<file path="src/rtl/tsc_pkg.sv">
// ----------------------------------------------------------------------------
// tsc_pkg
// Types, codes and character recognisers shared by the token splitter.
// ----------------------------------------------------------------------------
`default_nettype none

package tsc_pkg;

    localparam int POS_BITS = 16;
    localparam int OUT_BITS = 16;
    localparam logic [POS_BITS-1:0] POS_MAX = {POS_BITS{1'b1}};

    localparam logic [7:0] CH_QUOTE = 8'h22;
    localparam logic [7:0] CH_BSLASH = 8'h5C;
    localparam logic [7:0] CH_X = 8'h78;
    localparam logic [7:0] CH_E = 8'h65;
    localparam logic [7:0] CH_USCORE = 8'h5F;
    localparam logic [7:0] CH_SLASH = 8'h2F;
    localparam logic [7:0] CH_DOT = 8'h2E;
    localparam logic [7:0] CH_PLUS = 8'h2B;
    localparam logic [7:0] CH_MINUS = 8'h2D;

    typedef enum logic [1:0] {
        S_NORMAL,
        S_HEX0,
        S_HEX1,
        S_BAD
    } str_state_t;

    typedef enum logic [3:0] {
        N_START,
        N_SIGN,
        N_INTD,
        N_DOT0,
        N_DOTD,
        N_EXP0,
        N_EXPS,
        N_EXPD,
        N_BAD
    } num_state_t;

    typedef enum logic [2:0] {
        A_START,
        A_ID,
        A_PATH,
        A_DOTS,
        A_BAD
    } name_state_t;

    typedef enum logic [2:0] {
        CLS_STRING,
        CLS_INTEGER,
        CLS_FLOAT,
        CLS_IDENT,
        CLS_PATH,
        CLS_UNKNOWN
    } tok_class_t;

    typedef struct packed {
        logic                valid;
        logic [OUT_BITS-1:0] start;
        logic [OUT_BITS-1:0] length;
        tok_class_t          cls;
    } tok_result_t;

    function automatic logic is_space(input logic [7:0] c);
        return (c == 8'd32) || (c inside {[8'd9:8'd13]});
    endfunction

    function automatic logic is_digit(input logic [7:0] c);
        return c inside {[8'h30:8'h39]};
    endfunction

    function automatic logic is_alpha(input logic [7:0] c);
        return c inside {[8'h61:8'h7A], [8'h41:8'h5A]};
    endfunction

    function automatic logic is_hex(input logic [7:0] c);
        return c inside {[8'h30:8'h39], [8'h61:8'h66], [8'h41:8'h46]};
    endfunction

    function automatic logic is_sign(input logic [7:0] c);
        return (c == CH_PLUS) || (c == CH_MINUS);
    endfunction

    function automatic logic is_escape_ok(input logic [7:0] c);
        // \\ \a \b \f \n \r \t \v \"
        return c inside {CH_BSLASH, 8'h61, 8'h62, 8'h66, 8'h6E, 8'h72, 8'h74, 8'h76,
                         CH_QUOTE};
    endfunction

    function automatic num_state_t number_next(input num_state_t s, input logic [7:0] c);
        logic d;
        d = is_digit(c);
        case (s)
            N_START: return is_sign(c) ? N_SIGN : d ? N_INTD : (c == CH_DOT) ? N_DOT0 : N_BAD;
            N_SIGN:  return d ? N_INTD : (c == CH_DOT) ? N_DOT0 : N_BAD;
            N_INTD:  return d ? N_INTD : (c == CH_DOT) ? N_DOTD : (c == CH_E) ? N_EXP0 : N_BAD;
            N_DOT0:  return d ? N_DOTD : (c == CH_DOT) ? N_DOT0 : N_BAD;
            N_DOTD:  return (d || c == CH_DOT) ? N_DOTD : (c == CH_E) ? N_EXP0 : N_BAD;
            N_EXP0:  return is_sign(c) ? N_EXPS : d ? N_EXPD : N_BAD;
            N_EXPS,
            N_EXPD:  return d ? N_EXPD : N_BAD;
            default: return N_BAD;
        endcase
    endfunction

    function automatic name_state_t name_next(input name_state_t s, input logic [7:0] c);
        logic wrd;
        logic pathc;
        wrd = is_alpha(c) || is_digit(c) || (c == CH_USCORE);
        pathc = wrd || (c == CH_SLASH) || (c == CH_MINUS);
        case (s)
            A_START: begin
                if (is_alpha(c) || c == CH_USCORE) return A_ID;
                return pathc ? A_PATH : (c == CH_DOT) ? A_DOTS : A_BAD;
            end
            A_ID:    return wrd ? A_ID : pathc ? A_PATH : (c == CH_DOT) ? A_DOTS : A_BAD;
            A_PATH:  return pathc ? A_PATH : (c == CH_DOT) ? A_DOTS : A_BAD;
            A_DOTS:  return (c == CH_DOT) ? A_DOTS : (c == CH_SLASH) ? A_PATH : A_BAD;
            default: return A_BAD;
        endcase
    endfunction

    function automatic tok_class_t plain_class(input num_state_t n, input name_state_t a);
        if (n == N_SIGN || n == N_INTD) return CLS_INTEGER;
        if (n == N_DOTD || n == N_EXPD) return CLS_FLOAT;
        if (a == A_ID) return CLS_IDENT;
        if (a == A_PATH || a == A_DOTS) return CLS_PATH;
        return CLS_UNKNOWN;
    endfunction

endpackage

`default_nettype wire

</file>
<file path="src/rtl/token_splitter_classifier.sv">
// ----------------------------------------------------------------------------
// token_splitter_classifier
// Splits a byte stream into whitespace-separated tokens and classifies each.
// ----------------------------------------------------------------------------
// Input stream: one text byte per word on s_tdata, s_tlast on the final byte
// of a text. Output stream: one word per token with its start offset, length
// and class (string, integer, float, identifier, path, unknown).
// Throughput is one byte per cycle unless a held result stalls the output,
// set by the recogniser update in the tracker. A result passes two registers:
// the input register, then the tracker and the result register. A token
// ends on the whitespace byte after it, on its closing quote, or on s_tlast.
// After s_tlast all token state and the offset counter return to zero.
// When m_tready is low with a result held, the input register keeps one byte
// and s_tready drops; no word is lost or repeated.
// Reset (aresetn low, synchronous) empties both registers and clears state.
// ----------------------------------------------------------------------------
`default_nettype none

module token_splitter_classifier (
    input  wire logic        aclk,
    input  wire logic        aresetn,
    input  wire logic        s_tvalid,
    output logic             s_tready,
    input  wire logic [7:0]  s_tdata,   // [7:0] text_byte
    input  wire logic        s_tlast,   // end_of_text
    output logic             m_tvalid,
    input  wire logic        m_tready,
    output logic [39:0]      m_tdata    // [15:0] token_start, [31:16] token_length,
                                        // [34:32] token_class, [39:35] zero
);
    import tsc_pkg::*;

    logic        in_valid_reg;
    logic [7:0]  in_byte_reg;
    logic        in_last_reg;
    logic        out_valid_reg;
    logic [39:0] out_data_reg;
    logic        advance;
    tok_result_t res;

    assign advance = !out_valid_reg || m_tready;
    assign s_tready = !in_valid_reg || advance;

    tsc_tracker u_tracker (
        .aclk        (aclk),
        .aresetn     (aresetn),
        .step        (in_valid_reg && advance),
        .text_byte   (in_byte_reg),
        .end_of_text (in_last_reg),
        .result      (res)
    );

    always_ff @(posedge aclk) begin
        if (!aresetn) begin
            in_valid_reg <= 1'b0;
        end else if (s_tready) begin
            in_valid_reg <= s_tvalid;
        end
    end

    always_ff @(posedge aclk) begin
        if (s_tready && s_tvalid) begin
            in_byte_reg <= s_tdata;
            in_last_reg <= s_tlast;
        end
    end

    always_ff @(posedge aclk) begin
        if (!aresetn) begin
            out_valid_reg <= 1'b0;
        end else if (advance) begin
            out_valid_reg <= res.valid;
        end
    end

    always_ff @(posedge aclk) begin
        if (advance && res.valid) begin
            out_data_reg <= {5'b0, res.cls, res.length, res.start};
        end
    end

    assign m_tvalid = out_valid_reg;
    assign m_tdata = out_data_reg;

endmodule

`default_nettype wire

</file>
<file path="src/rtl/tsc_tracker.sv">
// ----------------------------------------------------------------------------
// tsc_tracker
// Token state and recognisers; one byte per step, one token result at most.
// ----------------------------------------------------------------------------
`default_nettype none

module tsc_tracker (
    input  wire logic                 aclk,
    input  wire logic                 aresetn,
    input  wire logic                 step,
    input  wire logic [7:0]           text_byte,
    input  wire logic                 end_of_text,
    output tsc_pkg::tok_result_t      result
);
    import tsc_pkg::*;

    logic [POS_BITS-1:0] pos_reg, pos_next;
    logic [POS_BITS-1:0] tstart_reg, tstart_next;
    logic                in_tok_reg, in_tok_next;
    logic                quoted_reg, quoted_next;
    logic                esc_reg, esc_next;
    str_state_t          str_reg, str_next;
    num_state_t          num_reg, num_next;
    name_state_t         name_reg, name_next_s;

    logic                emit;
    logic                end_incl;
    tok_class_t          emit_cls;
    logic [POS_BITS-1:0] tok_start;
    logic [POS_BITS:0]   end_off;
    logic [POS_BITS:0]   len_raw;
    logic [POS_BITS-1:0] len_sat;

    always_comb begin
        pos_next = pos_reg;
        tstart_next = tstart_reg;
        in_tok_next = in_tok_reg;
        quoted_next = quoted_reg;
        esc_next = esc_reg;
        str_next = str_reg;
        num_next = num_reg;
        name_next_s = name_reg;
        emit = 1'b0;
        end_incl = 1'b1;
        emit_cls = CLS_UNKNOWN;

        if (!in_tok_reg) begin
            if (!is_space(text_byte)) begin
                tstart_next = pos_reg;
                in_tok_next = 1'b1;
                if (text_byte == CH_QUOTE) begin
                    quoted_next = 1'b1;
                    esc_next = 1'b0;
                    str_next = S_NORMAL;
                    emit = end_of_text;
                    emit_cls = CLS_STRING;
                end else begin
                    quoted_next = 1'b0;
                    num_next = number_next(N_START, text_byte);
                    name_next_s = name_next(A_START, text_byte);
                    emit = end_of_text;
                    emit_cls = plain_class(num_next, name_next_s);
                end
            end
        end else if (quoted_reg) begin
            if (esc_reg) begin
                esc_next = 1'b0;
                if (str_reg != S_BAD) begin
                    if (text_byte == CH_X) begin
                        str_next = S_HEX0;
                    end else if (is_escape_ok(text_byte)) begin
                        str_next = S_NORMAL;
                    end else begin
                        str_next = S_BAD;
                    end
                end
                emit = end_of_text;
                emit_cls = CLS_UNKNOWN;
            end else begin
                if (str_reg == S_HEX0) begin
                    str_next = is_hex(text_byte) ? S_HEX1 : S_BAD;
                end else if (str_reg == S_HEX1) begin
                    str_next = is_hex(text_byte) ? S_NORMAL : S_BAD;
                end
                if (text_byte == CH_QUOTE) begin
                    emit = 1'b1;
                    emit_cls = (str_next == S_NORMAL) ? CLS_STRING : CLS_UNKNOWN;
                end else begin
                    if (text_byte == CH_BSLASH) esc_next = 1'b1;
                    emit = end_of_text;
                    emit_cls = CLS_UNKNOWN;
                end
            end
        end else begin
            if (is_space(text_byte)) begin
                emit = 1'b1;
                end_incl = 1'b0;
                emit_cls = plain_class(num_reg, name_reg);
            end else begin
                num_next = number_next(num_reg, text_byte);
                name_next_s = name_next(name_reg, text_byte);
                emit = end_of_text;
                emit_cls = plain_class(num_next, name_next_s);
            end
        end

        // start of the token being closed, taken before the end-of-text clear
        tok_start = tstart_next;

        if (emit) begin
            in_tok_next = 1'b0;
            quoted_next = 1'b0;
            esc_next = 1'b0;
        end

        if (end_of_text) begin
            pos_next = '0;
            tstart_next = '0;
            in_tok_next = 1'b0;
            quoted_next = 1'b0;
            esc_next = 1'b0;
            str_next = S_NORMAL;
            num_next = N_START;
            name_next_s = A_START;
        end else if (pos_reg != POS_MAX) begin
            pos_next = pos_reg + 1'b1;
        end
    end

    // length from saturated offsets, clamped to 1..POS_MAX
    always_comb begin
        end_off = {1'b0, pos_reg} + {{POS_BITS{1'b0}}, end_incl};
        len_raw = (end_off > {1'b0, tok_start}) ? (end_off - {1'b0, tok_start}) : '0;
        if (len_raw == '0) begin
            len_sat = {{(POS_BITS-1){1'b0}}, 1'b1};
        end else if (len_raw[POS_BITS]) begin
            len_sat = POS_MAX;
        end else begin
            len_sat = len_raw[POS_BITS-1:0];
        end
    end

    always_comb begin
        result.valid = step && emit;
        result.start = tok_start[OUT_BITS-1:0];
        result.length = len_sat[OUT_BITS-1:0];
        result.cls = emit_cls;
    end

    always_ff @(posedge aclk) begin
        if (!aresetn) begin
            pos_reg <= '0;
            tstart_reg <= '0;
            in_tok_reg <= 1'b0;
            quoted_reg <= 1'b0;
            esc_reg <= 1'b0;
            str_reg <= S_NORMAL;
            num_reg <= N_START;
            name_reg <= A_START;
        end else if (step) begin
            pos_reg <= pos_next;
            tstart_reg <= tstart_next;
            in_tok_reg <= in_tok_next;
            quoted_reg <= quoted_next;
            esc_reg <= esc_next;
            str_reg <= str_next;
            num_reg <= num_next;
            name_reg <= name_next_s;
        end
    end

endmodule

`default_nettype wire

</file>
<file path="config.mk">
export PLATFORM = sky130hd
export DESIGN_NAME = token_splitter_classifier
export DESIGN_NICKNAME = d
export VERILOG_FILES = /design/src/rtl/tsc_pkg.sv /design/src/rtl/token_splitter_classifier.sv /design/src/rtl/tsc_tracker.sv
export SDC_FILE = /design/constraint.sdc
export NUM_CORES = 1
export LEC_CHECK = 0
export BUFFER_PORTS_ARGS = -buffer_cell sky130_fd_sc_hd__buf_2
export CORE_AREA = 2 2 118 120
export CTS_BUF_LIST = sky130_fd_sc_hd__clkbuf_8
export CTS_CLUSTER_DIAMETER = 60
export DETAILED_ROUTE_END_ITERATION = 10
export DIE_AREA = 0 0 120 122
export SLEW_MARGIN = 0
export SYNTH_ARGS = -nofsm -noshare
export SYNTH_HDL_FRONTEND = slang
export SYNTH_SLANG_ARGS = --single-unit
export TNS_END_PERCENT = 5
</file>
<file path="constraint.sdc">
create_clock -name aclk -period 10.3 [get_ports aclk]
set_input_delay 2.06 -clock aclk [delete_from_list [all_inputs] [get_ports aclk]]
set_output_delay 2.06 -clock aclk [all_outputs]
set_load 0.01 [all_outputs]
</file>
==> impl_metrics.ini, run 1 <==
[yosys]
yosys.area.top_type = edfxtp_1
muxShareOfSynthArea_pct = 3.94
seq_area_frac_synth_pct = 37.7
synth_compound_area_share_pct = 19.7
synth-seq-cells = 90
synth.top_cell.area_share_pct = 22.2
yosys.area_share.simple_pct = 22.4
yosys_warnings = 0
synth_top_family_by_area = simple AND/OR/NAND/NOR gates
synth_xor_xnor_area_share_pct = 5.16
yosysUniqueCellTypes = 75
synthAdderAreaFrac_pct = 4.93
synthCells = 674
synth_edf_count = 44
synth_area_sq_mm = 0.00594
avgSynthCellArea_sq_um = 8.81
synth.area.top_cells = edfxtp_1 22%, dfxtp_1 16%, a21oi_1 4.5%
synthFlopType = dfxtp_1
async_flop_share_pct = 0

[flow_run]
maxCapViolations = 0

[cts]
cts_root_buf = clkbuf_8
clk_pin_slew_ns = 0.09
cts_sinks = 90
clk_path_buf_depth = 2
postCtsHoldBufs = 0
cts_tree = built
cts_buffers = 9
cts_resized = 0
cts_max_level = 3
cts_setup_buffers = 0
clkLatencyLatePin_ns = 0.38

[global_routing]
grt_pass1_vias = 4511
grt_max_degree = 38
grtUsageTotal_pct = 19.7
grt_pass1_wl_um = 23000
gr-total-overflow = 0
grt_antenna_before_repair = 0

[setup_path]
cpPeakStageDelay_ns = 0.63
rr_worst_depth = 14
startpoint_type = register
end_kind = register
cp.arrival_ns = 5.33
crit_top_cell = o2111ai_1
required_ns = 10.55
crit_slowest_cell = edfxtp_1
cp_max_fo = 18
crit_chain = or4b_1, a21oi_2, o21a_4, or2_2, mux2_2, ha_1, fa_1, nor2b_1, o2111ai_1, nand3_1, nor4bb_1, o2111ai_1, or4_1, o21ai_1
critical_path_class = register to register

[final_layout]
fill_cells = 1319
antenna-diode-count = 0
nets = 729
syn_to_final_growth_pct = 7.31
drive_gt1_share_pct = 12.6
layout.cells.non_filler = 879
largest_register_ffs = 35
fin_util_pct = 47.2

[placement]
dp_cells = 863
io_buffers = 49
gp_congestion = 0.896
dp_hpwl_um = 10200

[floorplanning]
initial_core_util_pct = 44.0
die_h_um = 122
core.rowCount = 43
core_area_sq_mm = 0.0135
pin_count = 55
die_w_um = 120
die-area_sq_mm = 0.0146

[hold_path]
min_path_type = register to register
holdPathStages = 2

[timing]
final_hold_viol_count = 0
worst_pin_slew_ns = 1.15
finalSetupViolations = 0
finalSetupTns_ns = 0
min_period_ns = 5.09
drv_slew = 0
timing.fmax_mhz = 197
min_period_over_period_pct = 49.4
finClkSkew_ns = 0.0105
rsz0062_at_grt = false
slew_headroom_pct = 23.0
hold_slack_ns = 0.517

[power_and_ir_drop]
total_power_uw = 693
vdd.ir_drop.worst_uv = 55.2
power.density_mw_per_mm2 = 109
p_leak_uw = 0.00252

[route]
drc = 0
ant_nets = 0
routedWlPerCell_um = 16.0
routed_wl_um = 14000
vias = 5006
drtPass1Iterations = 5
drt_iter0_markers = 424
vias_per_cell = 5.70

[status]
status = complete, no violations
## layout by cell type, fill, tap and decap left out, types with 5 or more instances in the layout
master    count
dfxtp_1      46
a21oi_1      54
o21ai_0      30
and3_1        7
conb_1        5
clkbuf_8     10
o21ai_1      11
nor3_1       10
xnor2_1      17
nor2b_1      17
inv_1        32
nand3_1      17
a211oi_1     10
edfxtp_1     44
nor2_1       39
xor2_1       18
a21o_1        5
or2_2         8
a31oi_1       8
buf_2        49
nand2b_1     10
and2_1       25
or3_1        10
nand2_1      63
nand4_1      14
mux2i_1      20
ha_1         21
## critical path: cells and delay by family (launching register included)
family	cells	cell delay, ns
AO/OA/AOI/OAI	5	0.86
adder cells (fa/ha/maj)	2	0.64
flip-flops	1	0.63
multiplexers	1	0.43
AND/OR/NAND/NOR	6	2.38
## per-stage QoR
stage | setup slack, ns | area (sq um)
4_1_cts | 5.28 | 6370
6_report | 5.21 | 6370
5_1_grt | 4.90 | 6370
3_3_place_gp | 5.43 | 6200
3_5_place_dp | 5.30 | 6200
2_1_floorplan | 5.61 | 5960
## cell families (layout without fill, tap and decap cells)
logic type / count (synthesis) / after routing
XOR/XNOR: 35 / 35
other: 1 / 5
adder cells (fa/ha/maj): 23 / 23
multiplexers: 23 / 23
AO/OA/AOI/OAI: 178 / 178
buffers and inverters: 76 / 97
flip-flops: 90 / 90
AND/OR/NAND/NOR: 248 / 248
## routing by layer
layer	vias to the layer above	share of wire, %	track usage (%)
met5	-	0	0
met4	0	1.8	8.31
met3	17	5.4	2.95
met2	156	42	27.8
met1	2350	51	29.6
li1	2483	-	-
## layout make-up
class / count / area [sq um] / area share [%]
multi-input combinational: 512 / 3360 / 52.8
tap: 180 / 225 / 3.53
clock buffer: 10 / 138 / 2.16
timing repair buffer: 49 / 245 / 3.85
sequential: 90 / 2240 / 35.2
inverter: 32 / 120 / 1.88
clock inverter: 6 / 40.0 / 0.628
## synthesized netlist by cell type, types with 4 or more instances
master,number
ha_1,21
inv_1,32
or4_1,4
buf_4,5
dfxtp_1,46
xor2_1,18
nand2b_1,10
nor2b_1,17
a211oi_1,10
xnor2_1,17
mux2i_1,20
nand4_1,14
a21oi_1,54
o21a_1,4
nor2_1,40
nand3_1,17
o2111ai_1,4
and2_1,25
or2_2,8
edfxtp_1,44
a21boi_0,4
nor4b_1,4
a21o_1,5
nor3_1,10
buf_2,11
a31oi_1,8
nand3b_1,4
and3_1,7
o21ai_1,11
nand2_1,63
clkbuf_1,24
or3_1,10
o21ai_0,30
## power breakdown
group	internal, uW	switching (uW)	total, uW
clock	94.2	136	230
sequential	383	11.5	394
combinational	26.4	41.9	68.2
## worst paths after layout
path,start,endpoint,slack (ns)
setup / recovery,in_byte_reg[2],m_tdata[16],5.21
setup reg to reg,in_byte_reg[2],m_tdata[16],5.21
hold reg to reg,u_tracker.str_reg[1],u_tracker.str_reg[1],0.52
hold / removal,u_tracker.str_reg[1],u_tracker.str_reg[1],0.52
Power figures use the tool's default switching activity.
==> inputs of run 2 (changes only) <==
==> constraint.sdc (replaced) <==
create_clock -name aclk -period 5.3 [get_ports aclk]
set_input_delay 1.06 -clock aclk [delete_from_list [all_inputs] [get_ports aclk]]
set_output_delay 1.06 -clock aclk [all_outputs]
set_load 0.01 [all_outputs]
==> run 2 against run 1 <==
  * Non-clock buffer count grew 7
  * Critical path depth is the same
  * Core utilization grew 0.58 points
  * Maximum frequency grew 10%
  * Die area is the same
  * Worst setup slack lost 4.5 ns
  * Count of clock-buffer cells in the layout is the same
  * Critical path type unchanged
  * Largest cell class unchanged
==> impl_metrics.ini, run 2 (synthesis results as in run 1) <==
[timing]
drv_slew = 0
min_period_ns = 4.61
finalSetupViolations = 0
finalSetupTns_ns = 0
worst_pin_slew_ns = 1.07
timing.fmax_mhz = 217
slew_headroom_pct = 28.5
finClkSkew_ns = 0.0124
final_hold_viol_count = 0
rsz0062_at_grt = false
min_period_over_period_pct = 87.0

[cts]
cts_max_level = 3
cts_tree = built
cts_resized = 0
cts_setup_buffers = 0
clkLatencyLatePin_ns = 0.38
clk_path_buf_depth = 2
cts_buffers = 9
cts_root_buf = clkbuf_8
postCtsHoldBufs = 0
cts_sinks = 90
clk_pin_slew_ns = 0.09

[setup_path]
required_ns = 5.53
crit_slowest_cell = or4b_1
cp.arrival_ns = 4.84
cpPeakStageDelay_ns = 0.55
cp_max_fo = 11
startpoint_type = register
critPathBufInv = 1
crit_chain = or4b_1, a21oi_2, o21a_4, or2_2, buf_4, mux2i_1, ha_1, a21o_1, a21oi_1, a211oi_1, nor4bb_1, o2111ai_1, or4_1, o21ai_1
rrSetupSlack_ns = 0.69
end_kind = register
critical_path_class = register to register
critical-path-top-delay-family = simple AND/OR/NAND/NOR gates

[floorplanning]
pin_count = 55
core_area_sq_mm = 0.0135
die_w_um = 120
core.rowCount = 43
die-area_sq_mm = 0.0146
die_h_um = 122
initial_core_util_pct = 44.0

[final_layout]
drive_gt1_share_pct = 13.5
final_common_cell = nand2_1
syn_to_final_growth_pct = 8.64
layout_common_cells = 63 x nand2_1, 54 x a21oi_1, 49 x buf_2
fill_cells = 1304
antenna-diode-count = 0
largest_register_ffs = 35
nets = 736

[placement]
dp_hpwl_um = 10300
io_buffers = 49
gp_congestion = 0.868

[global_routing]
grt_max_degree = 38
gr-total-overflow = 0
grt_antenna_before_repair = 0
grtUsageTotal_pct = 19.9
grt_pass1_wl_um = 23100
grt_pass1_vias = 4479

[route]
vias = 4986
routed_wl_um = 14000
drt_iter0_markers = 389
routedWlPerCell_um = 15.8
drtPass1Iterations = 6
drc = 0
vias_per_cell = 5.63
ant_nets = 0

[status]
status = complete, no violations

[power_and_ir_drop]
total_power_uw = 1390
p_leak_uw = 0.00258
power.density_mw_per_mm2 = 215
vdd.ir_drop.worst_uv = 156

[hold_path]
min_path_type = register to register

[flow_run]
maxCapViolations = 0
-- run 2: tightest hold or removal path: stages (launching register included) --
cell	delay (ns)
dfxtp_1	0.36
nand2_1	0.07
a21boi_1	0.06
-- run 2: final timing paths --
path,to,cells after the start,from
setup / recovery,m_tdata[16],14,in_byte_reg[2]
hold / removal,u_tracker.str_reg[1],2,u_tracker.str_reg[1]
setup reg to reg,m_tdata[16],14,in_byte_reg[2]
hold reg to reg,u_tracker.str_reg[1],2,u_tracker.str_reg[1]
-- run 2: final cells by class --
cell class / instances / area (sq um) / share of cell area [%]
flip-flops and latches: 90 / 2240 / 34.7
well taps: 180 / 225 / 3.49
inverters: 32 / 120 / 1.86
clock buffers: 10 / 138 / 2.13
clock inverters: 6 / 66.3 / 1.03
repair buffers: 56 / 298 / 4.61
multi-input cells: 512 / 3360 / 52.1
-- run 2: through the flow --
stage / hold WS [ns] / util [%] / worst slack, ns / std cells / instance area (sq um)
after global placement: 0.490 / 46.3 / 0.783 / 870 / 6250
final: 0.526 / 47.8 / 0.689 / 886 / 6450
after CTS: 0.520 / 47.8 / 0.658 / 886 / 6450
after detailed placement: 0.506 / 46.3 / 0.698 / 870 / 6250
after global routing: 0.557 / 47.8 / 0.308 / 886 / 6450
after floorplan: 0.472 / - / 1.03 / 678 / 5960
-- run 2: layer usage --
metal / share of wire [%] / vias to the layer above / GRT usage, % / wire length [um]
li1: - / 2506 / - / -
met1: 52 / 2341 / 29.2 / 7300
met2: 42 / 120 / 29.2 / 5890
met3: 4.1 / 19 / 3.14 / 575
met4: 1.7 / 0 / 7.65 / 235
met5: 0 / - / 0 / 0
-- run 2: power by group --
group | internal, uW | switching (uW)
sequential | 743 | 15.6
clock | 232 | 256
combinational | 54.7 | 88.6
